`config.mk`:
```
export PLATFORM = sky130hd
export DESIGN_NAME = first_fit_bitmap_allocator_core_flat
export DESIGN_NICKNAME = d
export VERILOG_FILES = /design/src/rtl/ffba_pkg.sv /design/src/rtl/ffba_req_if.sv /design/src/rtl/ffba_rsp_if.sv /design/src/rtl/ffba_cfg_if.sv /design/src/rtl/ffba_ram.sv /design/src/rtl/ffba_word_eval.sv /design/src/rtl/first_fit_bitmap_allocator_core.sv /design/src/flat_wrapper.sv
export SDC_FILE = /design/constraint.sdc
export NUM_CORES = 2
export LEC_CHECK = 0
export BUFFER_PORTS_ARGS = -buffer_cell sky130_fd_sc_hd__buf_2
export CAP_MARGIN = 40
export CORE_ASPECT_RATIO = 0.8
export CORE_UTILIZATION = 50
export DETAILED_ROUTE_END_ITERATION = 16
export HOLD_SLACK_MARGIN = 0.06
export PLACE_DENSITY_LB_ADDON = 0.08
export SYNTH_ARGS = -nofsm -noshare
export SYNTH_HDL_FRONTEND = slang
export SYNTH_SLANG_ARGS = --single-unit
```
`constraint.sdc`:
```
create_clock -name clk -period 12.71 [get_ports clk]
set_input_delay 1.271 -clock clk [delete_from_list [all_inputs] [get_ports clk]]
set_output_delay 1.271 -clock clk [all_outputs]
set_load 0.05 [all_outputs]
```
`src/rtl/ffba_pkg.sv`:
```
// ----------------------------------------------------------------------------
// ffba_pkg
// Shared constants, types and helpers for the first-fit bitmap allocator.
// ----------------------------------------------------------------------------
`timescale 1ns / 1ps
`default_nettype none

package ffba_pkg;

    localparam int REGION_UNITS = 1024;
    localparam int WORD_SHIFT   = 5;
    localparam int WORD_BITS    = 1 << WORD_SHIFT;
    localparam int NUM_WORDS    = (REGION_UNITS + WORD_BITS - 1) / WORD_BITS;
    localparam int WIDX_W       = (NUM_WORDS > 1) ? $clog2(NUM_WORDS) : 1;
    localparam int UIDX_W       = WIDX_W + WORD_SHIFT;

    localparam int ADDR_W   = 48;
    localparam int LEN_W    = 11;
    localparam int STATUS_W = 2;
    localparam int SUM_W    = ((UIDX_W > LEN_W) ? UIDX_W : LEN_W) + 1;

    localparam logic FUNC_ALLOC = 1'b0;
    localparam logic FUNC_FREE  = 1'b1;

    localparam logic [STATUS_W-1:0] ST_DONE   = 2'd0;
    localparam logic [STATUS_W-1:0] ST_NOROOM = 2'd1;
    localparam logic [STATUS_W-1:0] ST_BAD    = 2'd2;

    typedef logic [WORD_BITS-1:0] word_t;

    // outcome of looking at one map word during the first-fit search
    typedef struct packed {
        logic                   hit;
        logic [WORD_SHIFT-1:0]  hit_pos;
        logic [LEN_W-1:0]       rem_next;
    } scan_res_t;

    // bits of a map word that stand for units inside the region
    function automatic word_t unit_mask(input logic [WIDX_W-1:0] idx);
        word_t       m;
        int unsigned u;
        for (int b = 0; b < WORD_BITS; b++) begin
            u    = (int'(idx) << WORD_SHIFT) + b;
            m[b] = (u < REGION_UNITS);
        end
        return m;
    endfunction

endpackage

`default_nettype wire

```
`src/rtl/ffba_req_if.sv`:
```
// ----------------------------------------------------------------------------
// ffba_req_if
// Request channel: allocate or free, with length and start address.
// ----------------------------------------------------------------------------
`timescale 1ns / 1ps
`default_nettype none

interface ffba_req_if;
    logic                         valid;
    logic                         ready;
    logic                         func;
    logic [ffba_pkg::LEN_W-1:0]   length;
    logic [ffba_pkg::ADDR_W-1:0]  address;

    modport source (output valid, output func, output length, output address, input ready);
    modport sink   (input valid, input func, input length, input address, output ready);
endinterface

`default_nettype wire

```
`src/rtl/ffba_rsp_if.sv`:
```
// ----------------------------------------------------------------------------
// ffba_rsp_if
// Response channel: allocated block address and status.
// ----------------------------------------------------------------------------
`timescale 1ns / 1ps
`default_nettype none

interface ffba_rsp_if;
    logic                           valid;
    logic                           ready;
    logic [ffba_pkg::ADDR_W-1:0]    block_address;
    logic [ffba_pkg::STATUS_W-1:0]  status;

    modport source (output valid, output block_address, output status, input ready);
    modport sink   (input valid, input block_address, input status, output ready);
endinterface

`default_nettype wire

```
`src/rtl/ffba_cfg_if.sv`:
```
// ----------------------------------------------------------------------------
// ffba_cfg_if
// Configuration write channel carrying the region base address.
// ----------------------------------------------------------------------------
`timescale 1ns / 1ps
`default_nettype none

interface ffba_cfg_if;
    logic                         valid;
    logic                         ready;
    logic [ffba_pkg::ADDR_W-1:0]  data;

    modport source (output valid, output data, input ready);
    modport sink   (input valid, input data, output ready);
endinterface

`default_nettype wire

```
`src/rtl/ffba_ram.sv`:
```
// ----------------------------------------------------------------------------
// ffba_ram
// Generic single-write, single-read RAM with registered read data.
// ----------------------------------------------------------------------------
`timescale 1ns / 1ps
`default_nettype none

module ffba_ram #(
    parameter int WIDTH = 32,
    parameter int DEPTH = 32,
    parameter int AW    = (DEPTH > 1) ? $clog2(DEPTH) : 1
) (
    input  wire logic             clk,
    input  wire logic             we,
    input  wire logic [AW-1:0]    waddr,
    input  wire logic [WIDTH-1:0] wdata,
    input  wire logic             re,
    input  wire logic [AW-1:0]    raddr,
    output      logic [WIDTH-1:0] rdata
);

    logic [WIDTH-1:0] mem [DEPTH];

    always_ff @(posedge clk)
    begin
        if (we)
        begin
            mem[waddr] <= wdata;
        end
        if (re)
        begin
            rdata <= mem[raddr];
        end
    end

endmodule

`default_nettype wire

```
`src/rtl/ffba_word_eval.sv`:
```
// ----------------------------------------------------------------------------
// ffba_word_eval
// Looks at one map word and finds the first unit where a free run of the
// requested length ends, carrying the run count across word boundaries.
// ----------------------------------------------------------------------------
`timescale 1ns / 1ps
`default_nettype none

module ffba_word_eval (
    input  wire logic [ffba_pkg::WORD_BITS-1:0] map_word,
    input  wire logic [ffba_pkg::WIDX_W-1:0]    widx,
    input  wire logic [ffba_pkg::LEN_W-1:0]     length,
    input  wire logic [ffba_pkg::LEN_W-1:0]     rem,
    output      ffba_pkg::scan_res_t            res
);

    localparam int W  = ffba_pkg::WORD_BITS;
    localparam int WS = ffba_pkg::WORD_SHIFT;
    localparam int LW = ffba_pkg::LEN_W;

    ffba_pkg::word_t  free_bits;
    ffba_pkg::word_t  prefix_free;
    ffba_pkg::word_t  reach_mask;
    ffba_pkg::word_t  inner_hits;
    ffba_pkg::word_t  ok;
    logic [LW-1:0]    rem_m1;
    logic [WS:0]      top_run;
    logic             short_req;

    // runs of free units of the given length lying wholly inside the word,
    // built by doubling; runs starting at bit zero are left to prefix_free
    function automatic ffba_pkg::word_t run_hits(input ffba_pkg::word_t f,
                                                 input logic [WS:0] len);
        ffba_pkg::word_t p;
        ffba_pkg::word_t acc;
        p   = f;
        acc = '1;
        for (int m = 0; m <= WS; m++)
        begin
            if (len[m])
            begin
                acc = p & (acc << (1 << m));
            end
            p = p & (p << (1 << m));
        end
        return acc;
    endfunction

    always_comb
    begin
        free_bits = ~map_word & ffba_pkg::unit_mask(widx);

        for (int j = 0; j < W; j++)
        begin
            prefix_free[j] = &(free_bits | ~({W{1'b1}} >> (W - 1 - j)));
        end

        // a run reaching back into earlier words ends here once j+1 >= rem
        rem_m1 = rem - LW'(1);
        if ((rem_m1 >> WS) != '0)
        begin
            reach_mask = '0;
        end
        else
        begin
            reach_mask = {W{1'b1}} << rem_m1[WS-1:0];
        end

        short_req  = (length <= LW'(W));
        inner_hits = short_req ? run_hits(free_bits, length[WS:0]) : '0;
        ok         = (prefix_free & reach_mask) | inner_hits;

        res.hit     = |ok;
        res.hit_pos = '0;
        for (int j = W - 1; j >= 0; j--)
        begin
            if (ok[j])
            begin
                res.hit_pos = WS'(j);
            end
        end

        // free units at the top of the word start the next word's run
        top_run = (WS + 1)'(W);
        for (int j = 0; j < W; j++)
        begin
            if (!free_bits[j])
            begin
                top_run = (WS + 1)'(W - 1 - j);
            end
        end

        if (prefix_free[W-1])
        begin
            res.rem_next = rem - LW'(W);
        end
        else
        begin
            res.rem_next = length - LW'(top_run);
        end
    end

endmodule

`default_nettype wire

```
`src/rtl/first_fit_bitmap_allocator_core.sv`:
```
// ----------------------------------------------------------------------------
// first_fit_bitmap_allocator_core
// First-fit allocator over a bitmap of fixed-size units held in a word RAM.
// ----------------------------------------------------------------------------
// usage:
//   req  : one request per handshake; func 0 allocates length units, func 1
//          frees length units starting at address
//   rsp  : one response per request, in order; block_address is the base of
//          the allocated run (zero otherwise), status 0 done, 1 no room,
//          2 bad request (zero length, or free outside the region)
//   cfg  : writes the region base address, always ready; write only while
//          no request is outstanding
// timing:
//   map words sit in a 32-bit wide RAM, one per cycle through a read-modify-
//   write port. up to 32 words are searched and up to 32 marked per request.
//   the next request is taken in the cycle after the response is loaded;
//   one request at a time.
// reset:
//   every map word reads as free through a per-word valid bit until first
//   written; no clearing pass. base address resets to zero.
// stall:
//   the response sits in an output register; a new request is taken while it
//   waits, and the next response holds until it has gone.
// ----------------------------------------------------------------------------
`timescale 1ns / 1ps
`default_nettype none

module first_fit_bitmap_allocator_core (
    input  wire logic    clk,
    input  wire logic    rst_n,
    ffba_req_if.sink     req,
    ffba_rsp_if.source   rsp,
    ffba_cfg_if.sink     cfg
);

    localparam int W   = ffba_pkg::WORD_BITS;
    localparam int WS  = ffba_pkg::WORD_SHIFT;
    localparam int WIW = ffba_pkg::WIDX_W;
    localparam int UW  = ffba_pkg::UIDX_W;
    localparam int LW  = ffba_pkg::LEN_W;
    localparam int AW  = ffba_pkg::ADDR_W;
    localparam int SW  = ffba_pkg::SUM_W;
    localparam int NW  = ffba_pkg::NUM_WORDS;

    typedef enum logic [7:0] {
        S_IDLE   = 8'b0000_0001,
        S_SCAN   = 8'b0000_0010,
        S_FCHECK = 8'b0000_0100,
        S_FRANGE = 8'b0000_1000,
        S_ASTART = 8'b0001_0000,
        S_MREAD  = 8'b0010_0000,
        S_MARK   = 8'b0100_0000,
        S_RESP   = 8'b1000_0000
    } state_t;

    state_t                          state_reg, state_next;
    logic [NW-1:0]                   wvalid_reg, wvalid_next;
    logic [AW-1:0]                   base_reg, base_next;
    logic                            out_valid_reg, out_valid_next;

    logic                            func_reg, func_next;
    logic [LW-1:0]                   len_reg, len_next;
    logic [AW-1:0]                   addr_reg, addr_next;
    logic [LW-1:0]                   rem_reg, rem_next;
    logic [WIW-1:0]                  eval_idx_reg, eval_idx_next;
    logic [WIW-1:0]                  mk_idx_reg, mk_idx_next;
    logic [UW-1:0]                   first_reg, first_next;
    logic [UW-1:0]                   last_reg, last_next;
    logic [AW-1:0]                   off_reg, off_next;
    logic                            borrow_reg, borrow_next;
    logic [AW-1:0]                   res_addr_reg, res_addr_next;
    logic [ffba_pkg::STATUS_W-1:0]   res_status_reg, res_status_next;
    logic [AW-1:0]                   out_addr_reg, out_addr_next;
    logic [ffba_pkg::STATUS_W-1:0]   out_status_reg, out_status_next;

    logic                            ram_we;
    logic [WIW-1:0]                  ram_waddr;
    ffba_pkg::word_t                 ram_wdata;
    logic                            ram_re;
    logic [WIW-1:0]                  ram_raddr;
    ffba_pkg::word_t                 ram_rdata;

    ffba_pkg::word_t                 scan_word;
    ffba_pkg::scan_res_t             scan_res;

    ffba_pkg::word_t                 mark_word;
    ffba_pkg::word_t                 mark_mask;
    logic [WS-1:0]                   mark_lo;
    logic [WS-1:0]                   mark_hi;
    logic [WIW-1:0]                  first_word;
    logic [WIW-1:0]                  last_word;
    logic [AW:0]                     diff;
    logic                            in_region;
    logic                            fits;

    assign req.ready         = (state_reg == S_IDLE);
    assign cfg.ready         = 1'b1;
    assign rsp.valid         = out_valid_reg;
    assign rsp.block_address = out_addr_reg;
    assign rsp.status        = out_status_reg;

    assign first_word = first_reg[UW-1:WS];
    assign last_word  = last_reg[UW-1:WS];

    // words never written read as all free
    assign scan_word = wvalid_reg[eval_idx_reg] ? ram_rdata : '0;
    assign mark_word = wvalid_reg[mk_idx_reg] ? ram_rdata : '0;

    ffba_ram #(
        .WIDTH (W),
        .DEPTH (NW),
        .AW    (WIW)
    ) u_map_ram (
        .clk   (clk),
        .we    (ram_we),
        .waddr (ram_waddr),
        .wdata (ram_wdata),
        .re    (ram_re),
        .raddr (ram_raddr),
        .rdata (ram_rdata)
    );

    ffba_word_eval u_word_eval (
        .map_word (scan_word),
        .widx     (eval_idx_reg),
        .length   (len_reg),
        .rem      (rem_reg),
        .res      (scan_res)
    );

    always_comb
    begin
        mark_lo   = (mk_idx_reg == first_word) ? first_reg[WS-1:0] : '0;
        mark_hi   = (mk_idx_reg == last_word) ? last_reg[WS-1:0] : WS'(W - 1);
        mark_mask = ({W{1'b1}} << mark_lo) & ({W{1'b1}} >> (WS'(W - 1) - mark_hi));

        diff      = {1'b0, addr_reg} - {1'b0, base_reg};
        in_region = !borrow_reg && (off_reg < AW'(ffba_pkg::REGION_UNITS));
        fits      = (SW'(off_reg[UW-1:0]) + SW'(len_reg)) <= SW'(ffba_pkg::REGION_UNITS);
    end

    always_comb
    begin
        state_next      = state_reg;
        wvalid_next     = wvalid_reg;
        base_next       = base_reg;
        out_valid_next  = out_valid_reg;
        func_next       = func_reg;
        len_next        = len_reg;
        addr_next       = addr_reg;
        rem_next        = rem_reg;
        eval_idx_next   = eval_idx_reg;
        mk_idx_next     = mk_idx_reg;
        first_next      = first_reg;
        last_next       = last_reg;
        off_next        = off_reg;
        borrow_next     = borrow_reg;
        res_addr_next   = res_addr_reg;
        res_status_next = res_status_reg;
        out_addr_next   = out_addr_reg;
        out_status_next = out_status_reg;

        ram_we    = 1'b0;
        ram_waddr = mk_idx_reg;
        ram_wdata = mark_word;
        ram_re    = 1'b0;
        ram_raddr = '0;

        if (cfg.valid)
        begin
            base_next = cfg.data;
        end

        if (out_valid_reg && rsp.ready)
        begin
            out_valid_next = 1'b0;
        end

        unique case (state_reg)
            S_IDLE:
            begin
                if (req.valid)
                begin
                    func_next       = req.func;
                    len_next        = req.length;
                    addr_next       = req.address;
                    rem_next        = req.length;
                    eval_idx_next   = '0;
                    res_addr_next   = '0;
                    res_status_next = ffba_pkg::ST_DONE;
                    if (req.length == '0)
                    begin
                        res_status_next = ffba_pkg::ST_BAD;
                        state_next      = S_RESP;
                    end
                    else if (req.func == ffba_pkg::FUNC_ALLOC)
                    begin
                        ram_re     = 1'b1;
                        ram_raddr  = '0;
                        state_next = S_SCAN;
                    end
                    else
                    begin
                        state_next = S_FCHECK;
                    end
                end
            end

            S_SCAN:
            begin
                if (scan_res.hit)
                begin
                    last_next  = {eval_idx_reg, scan_res.hit_pos};
                    state_next = S_ASTART;
                end
                else if (eval_idx_reg == WIW'(NW - 1))
                begin
                    res_status_next = ffba_pkg::ST_NOROOM;
                    state_next      = S_RESP;
                end
                else
                begin
                    rem_next      = scan_res.rem_next;
                    eval_idx_next = eval_idx_reg + WIW'(1);
                    ram_re        = 1'b1;
                    ram_raddr     = eval_idx_reg + WIW'(1);
                end
            end

            S_FCHECK:
            begin
                borrow_next = diff[AW];
                off_next    = diff[AW-1:0];
                state_next  = S_FRANGE;
            end

            S_FRANGE:
            begin
                if (in_region && fits)
                begin
                    first_next = off_reg[UW-1:0];
                    last_next  = off_reg[UW-1:0] + UW'(len_reg) - UW'(1);
                    state_next = S_MREAD;
                end
                else
                begin
                    res_status_next = ffba_pkg::ST_BAD;
                    state_next      = S_RESP;
                end
            end

            S_ASTART:
            begin
                first_next = last_reg - UW'(len_reg) + UW'(1);
                state_next = S_MREAD;
            end

            S_MREAD:
            begin
                if (func_reg == ffba_pkg::FUNC_ALLOC)
                begin
                    res_addr_next = base_reg + AW'(first_reg);
                end
                mk_idx_next = first_word;
                ram_re      = 1'b1;
                ram_raddr   = first_word;
                state_next  = S_MARK;
            end

            S_MARK:
            begin
                // write back this word while the next one is read
                ram_we = 1'b1;
                if (func_reg == ffba_pkg::FUNC_ALLOC)
                begin
                    ram_wdata = mark_word | mark_mask;
                end
                else
                begin
                    ram_wdata = mark_word & ~mark_mask;
                end
                wvalid_next[mk_idx_reg] = 1'b1;
                if (mk_idx_reg == last_word)
                begin
                    state_next = S_RESP;
                end
                else
                begin
                    mk_idx_next = mk_idx_reg + WIW'(1);
                    ram_re      = 1'b1;
                    ram_raddr   = mk_idx_reg + WIW'(1);
                end
            end

            S_RESP:
            begin
                if (!out_valid_reg || rsp.ready)
                begin
                    out_valid_next  = 1'b1;
                    out_addr_next   = res_addr_reg;
                    out_status_next = res_status_reg;
                    state_next      = S_IDLE;
                end
            end

            default:
            begin
                state_next = S_IDLE;
            end
        endcase
    end

    always_ff @(posedge clk or negedge rst_n)
    begin
        if (!rst_n)
        begin
            state_reg     <= S_IDLE;
            wvalid_reg    <= '0;
            base_reg      <= '0;
            out_valid_reg <= 1'b0;
        end
        else
        begin
            state_reg     <= state_next;
            wvalid_reg    <= wvalid_next;
            base_reg      <= base_next;
            out_valid_reg <= out_valid_next;
        end
    end

    always_ff @(posedge clk)
    begin
        func_reg       <= func_next;
        len_reg        <= len_next;
        addr_reg       <= addr_next;
        rem_reg        <= rem_next;
        eval_idx_reg   <= eval_idx_next;
        mk_idx_reg     <= mk_idx_next;
        first_reg      <= first_next;
        last_reg       <= last_next;
        off_reg        <= off_next;
        borrow_reg     <= borrow_next;
        res_addr_reg   <= res_addr_next;
        res_status_reg <= res_status_next;
        out_addr_reg   <= out_addr_next;
        out_status_reg <= out_status_next;
    end

endmodule

`default_nettype wire
```
`src/flat_wrapper.sv`:
```
// flat-port wrapper written by rule: the top's interface ports become plain ports
module first_fit_bitmap_allocator_core_flat 
  (clk, rst_n, req_valid, req_func, req_length, req_address, req_ready, rsp_valid, rsp_block_address, rsp_status, rsp_ready, cfg_valid, cfg_data, cfg_ready);
  ffba_req_if req_i ();
  ffba_rsp_if rsp_i ();
  ffba_cfg_if cfg_i ();
  input  wire logic clk;
  input  wire logic rst_n;
  input wire logic [$bits(req_i.valid)-1:0] req_valid;
  input wire logic [$bits(req_i.func)-1:0] req_func;
  input wire logic [$bits(req_i.length)-1:0] req_length;
  input wire logic [$bits(req_i.address)-1:0] req_address;
  output wire logic [$bits(req_i.ready)-1:0] req_ready;
  output wire logic [$bits(rsp_i.valid)-1:0] rsp_valid;
  output wire logic [$bits(rsp_i.block_address)-1:0] rsp_block_address;
  output wire logic [$bits(rsp_i.status)-1:0] rsp_status;
  input wire logic [$bits(rsp_i.ready)-1:0] rsp_ready;
  input wire logic [$bits(cfg_i.valid)-1:0] cfg_valid;
  input wire logic [$bits(cfg_i.data)-1:0] cfg_data;
  output wire logic [$bits(cfg_i.ready)-1:0] cfg_ready;
  assign req_i.valid = req_valid;
  assign req_i.func = req_func;
  assign req_i.length = req_length;
  assign req_i.address = req_address;
  assign req_ready = req_i.ready;
  assign rsp_valid = rsp_i.valid;
  assign rsp_block_address = rsp_i.block_address;
  assign rsp_status = rsp_i.status;
  assign rsp_i.ready = rsp_ready;
  assign cfg_i.valid = cfg_valid;
  assign cfg_i.data = cfg_data;
  assign cfg_ready = cfg_i.ready;
  first_fit_bitmap_allocator_core u_core (.clk(clk), .rst_n(rst_n), .req(req_i), .rsp(rsp_i), .cfg(cfg_i));
endmodule
```
==> results by group <==
Status
  • Status: completed

Critical path
  • CP Max Fanout: 66
  • Critical Path Source Type: flop
  • Most common cell on crit path: buf_4
  • CP peak stage delay: about 720 ps
  • CP Data Arrival Time: between 7000 and 8000 ps
  • CP top delay family: buffers and inverters
  • Crit end category: flop
  • Crit path kind: flop to flop
  • Crit path required time: 13320 ps
  • Crit-path slowest cell: buf_4
  • CP bufs+invs: 4
  • Worst-path cell chain: buf_4, inv_1, o22ai_1, o22ai_1, o2111ai_1, a221oi_1, a21o_1, or4b_4, nor4_4, and4_4, a21o_4, buf_4, nor3_4, buf_4, a32oi_1, nand4_1, nor3_1

Floorplanning
  • I/O pin count: roughly 170
  • CORE AREA: roughly 130000 um^2
  • Initial Util: between 50% and 60%
  • Die X-Extent: 401 um
  • Die Ht: 321 um
  • Row cnt: ~120
  • Die ar.: around 130000 um^2

STA
  • Max-slew headroom at the worst pin: 19.0%
  • Min Tclk post-route: about 7300 ps
  • Fmax: roughly 140 MHz
  • Tcrit/Tclk final: between 50% and 60%
  • Worst Skew: between 20 and 25 ps
  • Final setup violation count: 0
  • RSZ-0062 raised after global routing: false
  • Pins over their slew limit: 0
  • Sum Neg Setup Slack: 0 ps
  • Worst-margin pin slew: 1220 ps
  • Hold Vio Cnt, Final: 0

Synthesis
  • Yosys reg bits: roughly 1400
  • Syn Inst Count: around 5000
  • Post-synth EDFFs: 1306
  • Synth Flop Type: edfxtp_1
  • Asr flop ratio synth: under 10%
  • Synthesis warning total: 0
  • Seq/Total Area, Yosys: ~65%
  • Synth unique cells: slightly above 100
  • Post-Syn Nets: about 5300
  • Synthesized area per cell: ~13 um^2
  • Mapped cell area: ~64000 um^2

CTS
  • Root buf cell: clkbuf_16
  • Clock slew at reported path FFs: about 60 ps
  • Clock sinks: roughly 1400
  • Total CTS buffers: 139
  • CTS tree: built
  • Number of H-tree levels: 4
  • Longest Clk Path Bufs: 3
  • Clock Latency Late Sink: ~800 ps
  • CTS Hold Bufs: 0
  • Setup bufs post-CTS: 0
  • Resized cells post-CTS: 0

Layout
  • Number of flip-flops in the largest register: between 1000 and 1500
  • Most flops, register: u_core.u_map_ram.mem
  • Register area: 41400 um^2
  • Most frequent cells in the layout: 1306 x edfxtp_1, 800 x nand2_1, 215 x nand3_1
  • Share of cells above drive strength 1: a little over an eighth
  • Multi-input gate area: 20700 um^2
  • Commonest non-fill, non-tap cell in the layout: edfxtp_1
  • Final nets: between 5000 and 6000
  • Fillers: 10300
  • Area Growth Syn to Fin: 12.3%

Detailed routing
  • Final ANT Viol Nets: 0
  • Drt total wl: 199 mm
  • Vias per cell: between 6 and 7
  • DRT Pass-1 Iters: 6
  • DR iter-0 viols: slightly below 6000
  • # DRC: 0
  • Via count: about 44000
  • Drt wl/cell: around 29 um

GRT
  • Vias in the first global route: 41500
  • Global-route wire length before repair: roughly 290 mm
  • Most crowded layer after global routing: met1
  • Overflow after GRT: 0
  • Initial antenna violation count: 5
  • Met3 usage: under 10%
  • Largest net degree at the start of global routing: 175
  • Grt met1 use: 46.3%
  • Total Routing Usage GR: about 31%
  • M2 GR Usage: 44.1%

Power and ir drop
  • Power per cell area: ~170 nW/um^2
  • Peak supply drop: about 0.15 mV
  • Leakage: 0.0249 uW
  • Power, Total: around 13000 uW

Placed design
  • IO Port Bufs: approximately 160
  • Gp weighted congestion: 0.971
  • Detailed Place HPWL: between 100 and 150 mm

Job
  • Max_cap viols: 0

Hold path
  • Hold Path Class: flop to flop
-- layout make-up --
| type | instances | area share, % |
|---|---|---|
| repair buffers | 322 | 3.13 |
| clock inverters | 72 | 0.973 |
| well taps | 1652 | 2.89 |
| multi-input cells | 3188 | 29.0 |
| flip-flops and latches | 1395 | 58.0 |
| clock buffers | 172 | 5.17 |
| inverters | 154 | 0.809 |
| diodes | 2 | 0.00700 |
-- synth_stat cells (all sizes together), types with 29 or more instances --
| library cell | instances | area [um^2] |
|---|---|---|
| edfxtp | 1306 | 39200 |
| nand2 | 800 | 3000 |
| o21ai | 232 | 1160 |
| nand3 | 215 | 1080 |
| nor2 | 214 | 803 |
| mux2i | 203 | 2040 |
| a21oi | 173 | 926 |
| buf | 152 | 905 |
| inv | 151 | 567 |
| a32oi | 145 | 1270 |
| clkbuf | 132 | 508 |
| ha | 120 | 1500 |
| nor3 | 103 | 536 |
| xnor2 | 97 | 850 |
| dfrtp | 88 | 2200 |
| nand4 | 86 | 538 |
| nor4 | 68 | 586 |
| a211oi | 61 | 458 |
| and3 | 59 | 369 |
| a21o | 54 | 413 |
| or2 | 48 | 300 |
| xor2 | 31 | 272 |
| nand2b | 29 | 181 |
-- through the flow --
step | hold WS, ps | setup WS [ps] | std cells | cell area (um^2) | util, %
finish | 419 | 5400 | 6957 | 71500 | 56.9
global route | 424 | 5100 | 6955 | 71500 | 56.9
CTS | 419 | 5600 | 6954 | 71400 | 56.8
detailed placement | 405 | 5570 | 6710 | 67100 | 53.3
global placement | 405 | 5430 | 6682 | 66700 | 53.0
floorplan | 400 | 7050 | 5021 | 63600 | -
-- report_power, final --
part           internal, uW  total, uW  switching, uW
sequential             5340       5600            257
combinational           930       2850           1920
clock                  2310       4050           1750
-- cell families (layout without fill, tap and decap cells) --
| family | count (synthesis) | count (layout) | share of synthesized area (%) |
|---|---|---|---|
| other | 1 | 3 | 0.00589 |
| AOI/OAI and AO/OA | 968 | 968 | 10.6 |
| DFF | 1395 | 1395 | 65.1 |
| adders and majority gates | 126 | 126 | 2.55 |
| and+or+nand+nor | 1739 | 1739 | 13.0 |
| xor gates and xnor gates | 128 | 128 | 1.76 |
| buffers and inverters | 438 | 720 | 3.13 |
| muxes | 226 | 226 | 3.91 |
-- routing by layer --
layer	share of wire [%]	up-vias
li1	-	19400
met1	44	22000
met2	43	2367
met3	10	408
met4	3.3	0
met5	0	-
-- final timing paths --
check                                         from                            to  slack [ps]  cells after the start
max in group asynchronous                    rst_n           u_core.base_reg[30]       11080                      2
max                              u_core.len_reg[1]     u_core.u_map_ram.rdata[3]        5400                     17
max reg2reg                      u_core.len_reg[1]     u_core.u_map_ram.rdata[3]        5400                     17
min reg2reg                u_core.res_addr_reg[40]  u_core.rsp.block_address[40]         420                      0
min                        u_core.res_addr_reg[40]  u_core.rsp.block_address[40]         420                      0
min in group asynchronous                    rst_n            u_core.base_reg[5]         540                      1
No activity file was read; power rests on OpenSTA's default activity.
